## src/rtl/bls_pkg.sv

```systemverilog
// bls_pkg: item types, request and status codes, and cell control for the
// bounded lifo stack. No dependencies; used by bls_cell and the top level.
package bls_pkg;

  // request codes
  localparam logic [1:0] CMD_PUSH = 2'd0;
  localparam logic [1:0] CMD_POP  = 2'd1;
  localparam logic [1:0] CMD_PEEK = 2'd2;
  localparam logic [1:0] CMD_LIST = 2'd3;

  // result status codes
  localparam logic [1:0] ST_OK        = 2'd0;
  localparam logic [1:0] ST_OVERFLOW  = 2'd1;
  localparam logic [1:0] ST_UNDERFLOW = 2'd2;
  localparam logic [1:0] ST_EMPTY     = 2'd3;

  // cell operations
  localparam logic [1:0] OP_HOLD = 2'd0;
  localparam logic [1:0] OP_PUSH = 2'd1;
  localparam logic [1:0] OP_POP  = 2'd2;
  localparam logic [1:0] OP_ROT  = 2'd3;

  localparam int WORD_W  = 32;
  localparam int COUNT_W = 5;

  typedef struct packed {
    logic [1:0]               cmd;
    logic signed [WORD_W-1:0] push_value;
  } in_item_t;

  typedef struct packed {
    logic [1:0]               status;
    logic signed [WORD_W-1:0] element;
    logic [COUNT_W-1:0]       fill_count;
    logic                     is_empty;
    logic                     is_full;
    logic                     last;
  } out_item_t;

  typedef struct packed {
    logic [1:0] op;
    logic       tail;
  } cell_ctrl_t;

endpackage

```

## src/rtl/bls_cell.sv

```systemverilog
// bls_cell: one slot of the stack chain, shifting its word to or from its
// neighbors. Depends on bls_pkg for the cell control struct and op codes.
module bls_cell (
  input  logic                            clk,
  input  bls_pkg::cell_ctrl_t             ctrl,
  input  logic signed [bls_pkg::WORD_W-1:0] left_word,
  input  logic signed [bls_pkg::WORD_W-1:0] right_word,
  input  logic signed [bls_pkg::WORD_W-1:0] head_word,
  output logic signed [bls_pkg::WORD_W-1:0] word
);
  import bls_pkg::*;

  logic signed [WORD_W-1:0] word_r;
  logic signed [WORD_W-1:0] word_nxt;

  // push shifts toward the bottom, pop toward the top, rotate wraps the head
  // word into the deepest occupied slot
  always_comb begin
    unique case (ctrl.op)
      OP_HOLD: word_nxt = word_r;
      OP_PUSH: word_nxt = left_word;
      OP_POP:  word_nxt = right_word;
      OP_ROT:  word_nxt = ctrl.tail ? head_word : right_word;
    endcase
  end

  // payload register, no reset
  always_ff @(posedge clk) begin
    word_r <= word_nxt;
  end

  assign word = word_r;

endmodule

```

## src/rtl/bounded_lifo_stack_core.sv

```systemverilog
// bounded_lifo_stack_core: top level of the bounded lifo stack, a chain of
// DEPTH word cells with a fill counter and a registered result stage.
// Depends on bls_pkg and bls_cell.
//
// A stack of up to DEPTH signed 32-bit words held in a row of cells, the top
// word in the first cell outside a list walk. Push, pop and peek each give
// one result, so such items are taken one per cycle while the result register
// drains. A list request on a stack of n words gives n results, top first, by
// rotating the chain one cell per cycle while the result register drains, so
// that the contents are back in place after the last word; no item is
// accepted until the list is done. A list on an empty stack gives one result
// with status empty. fill_count carries the low five bits of the word count.
module bounded_lifo_stack_core #(
  parameter int DEPTH = 16
) (
  input  logic               clk,
  input  logic               rst_n,
  input  logic               in_valid,
  output logic               in_stall,
  input  bls_pkg::in_item_t  in_item,
  output logic               out_valid,
  input  logic               out_stall,
  output bls_pkg::out_item_t out_item
);
  import bls_pkg::*;

  localparam int FW = $clog2(DEPTH + 1);

  logic [FW-1:0]            fill_r, fill_nxt;
  logic [FW-1:0]            cnt_r, cnt_nxt;
  logic                     listing_r, listing_nxt;
  logic                     out_valid_r, out_valid_nxt;
  out_item_t                out_item_r, out_item_nxt;
  logic [1:0]               cell_op;
  logic                     in_accept;
  logic                     out_free;
  logic                     is_full_now;
  logic                     is_empty_now;
  logic                     emit;
  logic [1:0]               res_status;
  logic signed [WORD_W-1:0] res_element;
  logic signed [WORD_W-1:0] words [0:DEPTH];
  cell_ctrl_t               ctrl [0:DEPTH-1];

  // handshake
  assign out_free  = !out_valid_r || !out_stall;
  assign in_stall  = listing_r || !out_free;
  assign in_accept = in_valid && !in_stall;

  assign is_full_now  = (fill_r == FW'(DEPTH));
  assign is_empty_now = (fill_r == '0);

  // request decode and result build
  always_comb begin
    fill_nxt      = fill_r;
    cnt_nxt       = cnt_r;
    listing_nxt   = listing_r;
    out_valid_nxt = out_valid_r && out_stall;
    out_item_nxt  = out_item_r;
    cell_op       = OP_HOLD;
    emit          = 1'b0;
    res_status    = ST_OK;
    res_element   = '0;

    if (listing_r && out_free) begin
      // list walk: show head word, rotate chain
      cell_op                 = OP_ROT;
      cnt_nxt                 = cnt_r - FW'(1);
      out_valid_nxt           = 1'b1;
      out_item_nxt.status     = ST_OK;
      out_item_nxt.element    = words[0];
      out_item_nxt.fill_count = COUNT_W'(fill_r);
      out_item_nxt.is_empty   = is_empty_now;
      out_item_nxt.is_full    = is_full_now;
      out_item_nxt.last       = (cnt_r == FW'(1));
      if (cnt_r == FW'(1)) begin
        listing_nxt = 1'b0;
      end
    end else if (in_accept) begin
      case (in_item.cmd)
        CMD_PUSH: begin
          emit = 1'b1;
          if (is_full_now) begin
            res_status  = ST_OVERFLOW;
            res_element = words[0];
          end else begin
            cell_op     = OP_PUSH;
            fill_nxt    = fill_r + FW'(1);
            res_element = in_item.push_value;
          end
        end
        CMD_POP: begin
          emit = 1'b1;
          if (is_empty_now) begin
            res_status = ST_UNDERFLOW;
          end else begin
            cell_op     = OP_POP;
            fill_nxt    = fill_r - FW'(1);
            res_element = (fill_r >= FW'(2)) ? words[1] : '0;
          end
        end
        CMD_PEEK: begin
          emit = 1'b1;
          if (is_empty_now) begin
            res_status = ST_EMPTY;
          end else begin
            res_element = words[0];
          end
        end
        default: begin
          if (is_empty_now) begin
            emit       = 1'b1;
            res_status = ST_EMPTY;
          end else begin
            listing_nxt = 1'b1;
            cnt_nxt     = fill_r;
          end
        end
      endcase

      if (emit) begin
        out_valid_nxt           = 1'b1;
        out_item_nxt.status     = res_status;
        out_item_nxt.element    = res_element;
        out_item_nxt.fill_count = COUNT_W'(fill_nxt);
        out_item_nxt.is_empty   = (fill_nxt == '0);
        out_item_nxt.is_full    = (fill_nxt == FW'(DEPTH));
        out_item_nxt.last       = 1'b1;
      end
    end
  end

  // control registers
  always_ff @(posedge clk) begin
    if (!rst_n) begin
      fill_r      <= '0;
      cnt_r       <= '0;
      listing_r   <= 1'b0;
      out_valid_r <= 1'b0;
    end else begin
      fill_r      <= fill_nxt;
      cnt_r       <= cnt_nxt;
      listing_r   <= listing_nxt;
      out_valid_r <= out_valid_nxt;
    end
  end

  // result payload register
  always_ff @(posedge clk) begin
    out_item_r <= out_item_nxt;
  end

  assign out_valid = out_valid_r;
  assign out_item  = out_item_r;

  // chain end feeds zero on pop
  assign words[DEPTH] = '0;

  // cell chain, top of stack in cell 0
  for (genvar i = 0; i < DEPTH; i++) begin : g_cell
    assign ctrl[i].op   = cell_op;
    assign ctrl[i].tail = (fill_r == FW'(i + 1));

    if (i == 0) begin : g_head
      bls_cell u_cell (
        .clk        (clk),
        .ctrl       (ctrl[i]),
        .left_word  (in_item.push_value),
        .right_word (words[i+1]),
        .head_word  (words[0]),
        .word       (words[i])
      );
    end else begin : g_body
      bls_cell u_cell (
        .clk        (clk),
        .ctrl       (ctrl[i]),
        .left_word  (words[i-1]),
        .right_word (words[i+1]),
        .head_word  (words[0]),
        .word       (words[i])
      );
    end
  end

  // count never passes capacity
  a_fill_bound: assert property (@(posedge clk) disable iff (!rst_n)
    fill_r <= FW'(DEPTH))
    else $error("fill count above capacity");

  // a list walk only runs over a non-empty stack with a count in range
  a_list_cnt: assert property (@(posedge clk) disable iff (!rst_n)
    listing_r |-> (cnt_r != '0 && cnt_r <= fill_r))
    else $error("list counter out of range");

  // the fill count does not move during a list walk
  a_list_fill: assert property (@(posedge clk) disable iff (!rst_n)
    listing_r |=> (fill_r == $past(fill_r)))
    else $error("fill count changed during list");

  // no new item while a list walk is running
  a_list_block: assert property (@(posedge clk) disable iff (!rst_n)
    listing_r |-> !in_accept)
    else $error("item accepted during list");

endmodule
```

## config.mk

```make
export PLATFORM = sky130hd
export DESIGN_NAME = bounded_lifo_stack_core
export DESIGN_NICKNAME = d
export VERILOG_FILES = /design/src/rtl/bls_pkg.sv /design/src/rtl/bls_cell.sv /design/src/rtl/bounded_lifo_stack_core.sv
export SDC_FILE = /design/constraint.sdc
export NUM_CORES = 1
export LEC_CHECK = 0
export ABC_AREA = 1
export BUFFER_PORTS_ARGS = -buffer_cell sky130_fd_sc_hd__buf_2
export CELL_PAD_IN_SITES_DETAIL_PLACEMENT = 1
export CELL_PAD_IN_SITES_GLOBAL_PLACEMENT = 1
export CORE_ASPECT_RATIO = 1.1
export CORE_MARGIN = 2
export CORE_UTILIZATION = 49
export DETAILED_ROUTE_END_ITERATION = 6
export PLACE_DENSITY = 0.87
export SYNTH_ARGS = -nofsm -noshare
export SYNTH_HDL_FRONTEND = slang
export SYNTH_SLANG_ARGS = --single-unit
```

## constraint.sdc

```tcl
create_clock -name clk -period 15.2 [get_ports clk]
set_input_delay 0.76 -clock clk [delete_from_list [all_inputs] [get_ports clk]]
set_output_delay 0.76 -clock clk [all_outputs]
set_load 0.01 [all_outputs]
```

==> results.md <==
- Status: finished clean
- Initial detailed-routing violation count: ~3300
- Met2 routed WL: about 49000 um
- Slew Limit Fails: 0
- Pwr/cell area: ~130 nW/um^2
- Post-synthesis net count: about 3600
- Hold_buf cts: 0
- Switch share: between 30 and 40%
- Leakage: between 10 and 15 nW
- Global-route wire length before repair: ~160000 um
- Antenna Nets Post-Route: 0
- Initial antenna violation count: 1
- Clock latency on the worst-skew pair: about 0.64 ns
- Final period util: approximately 35%
- Number of global-route vias before repair: between 20000 and 30000
- Routed WL: about 100000 um
- Placed insts: about 4200
- Seq/Total Area, Yosys: a little over half
- Layout Utilization: around 53%
- Inserted Diodes: 0
- Commonest non-fill, non-tap cell in the layout: nand2_1
- MaxCap Viol Count: 0
- Fin nets: between 3000 and 4000
- Yosys reg bits: between 500 and 600
- Clock Path Buffers: 3
- CP cell instances: inv_1 -> ha_1 -> inv_1 -> nor2_4 -> a21oi_4 -> nand2_8 -> nand2_8 -> buf_12 -> buf_4 -> o221ai_1
- Worst Hold Class: input port to flip-flop
- Grt total ovfl: 0
- Layout Cells excl Fill: between 4000 and 5000
- Chip width: ~250 um
- Number of setup buffers added after CTS: 0
- Sink Count: approximately 570
- WHS: roughly 0.47 ns
- Switching Power: roughly 0.0013 W
- Final hold violation count: 0
- Most frequent cells in the layout: 1011 x nand2_1, 574 x inv_1, 552 x edfxtp_1
- Comb pwr share: ~19%
- Clock share of power: roughly a third
- Total CTS buffers: 58
- Mean Syn Cell Area: a little under 9 um^2
- I/O Pins: 82
- Slew headroom: roughly a fifth
- Area growth, synth to finish: 7.34%
- Fin Clk Skew: about 0.027 ns
- Mapped cell area: between 30000 and 40000 um^2
- Pre-antenna DRT Iters: 5
- Met3 wire len: a little over 9000 um
- Clock slew at reported path FFs: around 0.060 ns
- Fin crit period: about 5.3 ns
- Max Fclk: 0.190 GHz
- CP Launch Type: flip-flop
- Root Buffer: clkbuf_16
- Final Setup Violations: 0
- Mapped Cells: about 3600
- Area contributors post-synth: edfxtp_1 53%, nand2_1 12%, o221ai_1 11%
- Peak VDD IR: 0.000100 V
- Core area: between 60000 and 70000 um^2
- Largest net degree at the start of global routing: 207
- Drt wl/cell: between 20 and 25 um
- WS Path Type: flip-flop to flip-flop
- CP required: roughly 16 ns
- Actual slew at the worst max-slew pin: ~1.2 ns
- Share of layout cells above drive strength 1: under 10%
- Via-to-Cell Ratio: 6.37
- I/O Buffers: approximately 80
- Int Power: 0.00296 W
- RSZ-0062 raised after global routing: false
- Row count: 97
- Met1 wire length: between 40000 and 50000 um
- Critical path buffers and inverters: 4
- Distinct cell type count after synthesis: 31
- Die H: about 270 um
- GRT Util Overall: between 30% and 40%
- CTS tree: done
- DRC: 0
- Arrival @ worst endpoint: about 5.6 ns
- CP top delay family: buffers and inverters
- CP peak stage delay: approximately 0.89 ns
- Yosys warning total: 0
- Synth area leader: edfxtp_1
- DP HPWL: between 50000 and 60000 um
- Setup TNS Final: 0 ns
- Post-CTS Resized: 0
- Setup crit end kind: flip-flop
- Placer Congestion: roughly 0.85
- Crit path max fanout: slightly above 200
- Initial core utilization: 49.5%
- Die area: ~66000 um^2
- Crit-path slowest cell: buf_4
- Top Layer Used: met5
- CTS H-Tree Depth: 2
- Share of the synthesized area in the top cell type: 52.6%
- Total number of vias: 27600
- Sequential fraction of design power: about half
-- cell type report --
type,count,area (um^2)
well taps,841,1050
repair buffers,120,723
clock inverters,34,199
flip-flops and latches,566,16900
clock buffers,71,1560
inverters,576,2170
fillers,7347,29800
multi-input cells,2126,11200
-- tightest hold or removal path, cell delays in order --
cell and delay [ns]:
buf_2 0.16, o21ai_0 0.09, a21oi_1 0.04
-- final timing paths --
path                                   from                                    endpoint  slack [ns]  cells past startpoint
setup / recovery     fill_r[0]$_SDFFE_PN0P_  g_cell[7].g_body.u_cell.word[14]$_DFFE_PP_        9.94                     10
hold reg to reg   out_item[41]$_SDFFE_PP0P_                   out_item[41]$_SDFFE_PP0P_        0.51                      2
hold / removal                        rst_n                       cnt_r[1]$_SDFFE_PN0P_        0.47                      3
setup reg to reg     fill_r[0]$_SDFFE_PN0P_  g_cell[7].g_body.u_cell.word[14]$_DFFE_PP_        9.94                     10
-- Yosys cell counts, drive strengths merged --
library cell / number
edfxtp: 552
xor2: 4
o221ai: 384
ha: 8
nand2: 1030
nand4: 2
o21ai: 533
o32ai: 32
o21a: 1
buf: 124
a31oi: 2
dfxtp: 14
inv: 576
o211ai: 33
a21oi: 13
nand3: 21
nor2: 30
o22ai: 32
o31ai: 1
clkbuf: 169
-- state kept, by name, indices dropped and copies added, names as in the netlist --
| name | cells |
|---|---|
| cnt_r | 5 |
| g_cell.g_body.u_cell.word | 480 |
| fill_r | 5 |
| listing_r | 1 |
| g_cell.g_head.u_cell.word | 32 |
| out_valid | 1 |
| out_item | 42 |
-- layer usage --
layer	track usage, %	vias to the layer above
met5	0	-
met4	10.9	2
met3	4.21	288
met2	49.6	1347
met1	42.6	13800
li1	-	12200
-- logic make-up (layout without fill, tap and decap cells) --
logic type | after synthesis | after routing | share of synthesized area [%]
AND/OR/NAND/NOR | 1083 | 1083 | 13.2
buffers and inverters | 869 | 801 | 11.1
XOR/XNOR | 4 | 4 | 0.111
flip-flops | 566 | 566 | 53.5
adder cells (fa/ha/maj) | 8 | 8 | 0.318
AO/OA/AOI/OAI | 1031 | 1031 | 21.8
-- power groups by stage --
stage	logic, W	clock network, W	registers [W]
3_5_place_dp	0.000757	0	0.00209
6_report	0.000784	0.00140	0.00207
5_1_grt	0.000858	0.00145	0.00208
4_1_cts	0.000770	0.00141	0.00206
3_3_place_gp	0.000722	0	0.00208
2_1_floorplan	0.000526	0	0.00215
-- stage by stage --
step	setup WS (ns)	instance area [um^2]	power, W
floorplan	1.69	31500	0.00267
global placement	10.08	32000	0.00280
detailed placement	9.97	32000	0.00285
CTS	10.18	33800	0.00424
global route	9.74	33800	0.00439
finish	9.94	33800	0.00425
(Power assumes the default switching activity.)
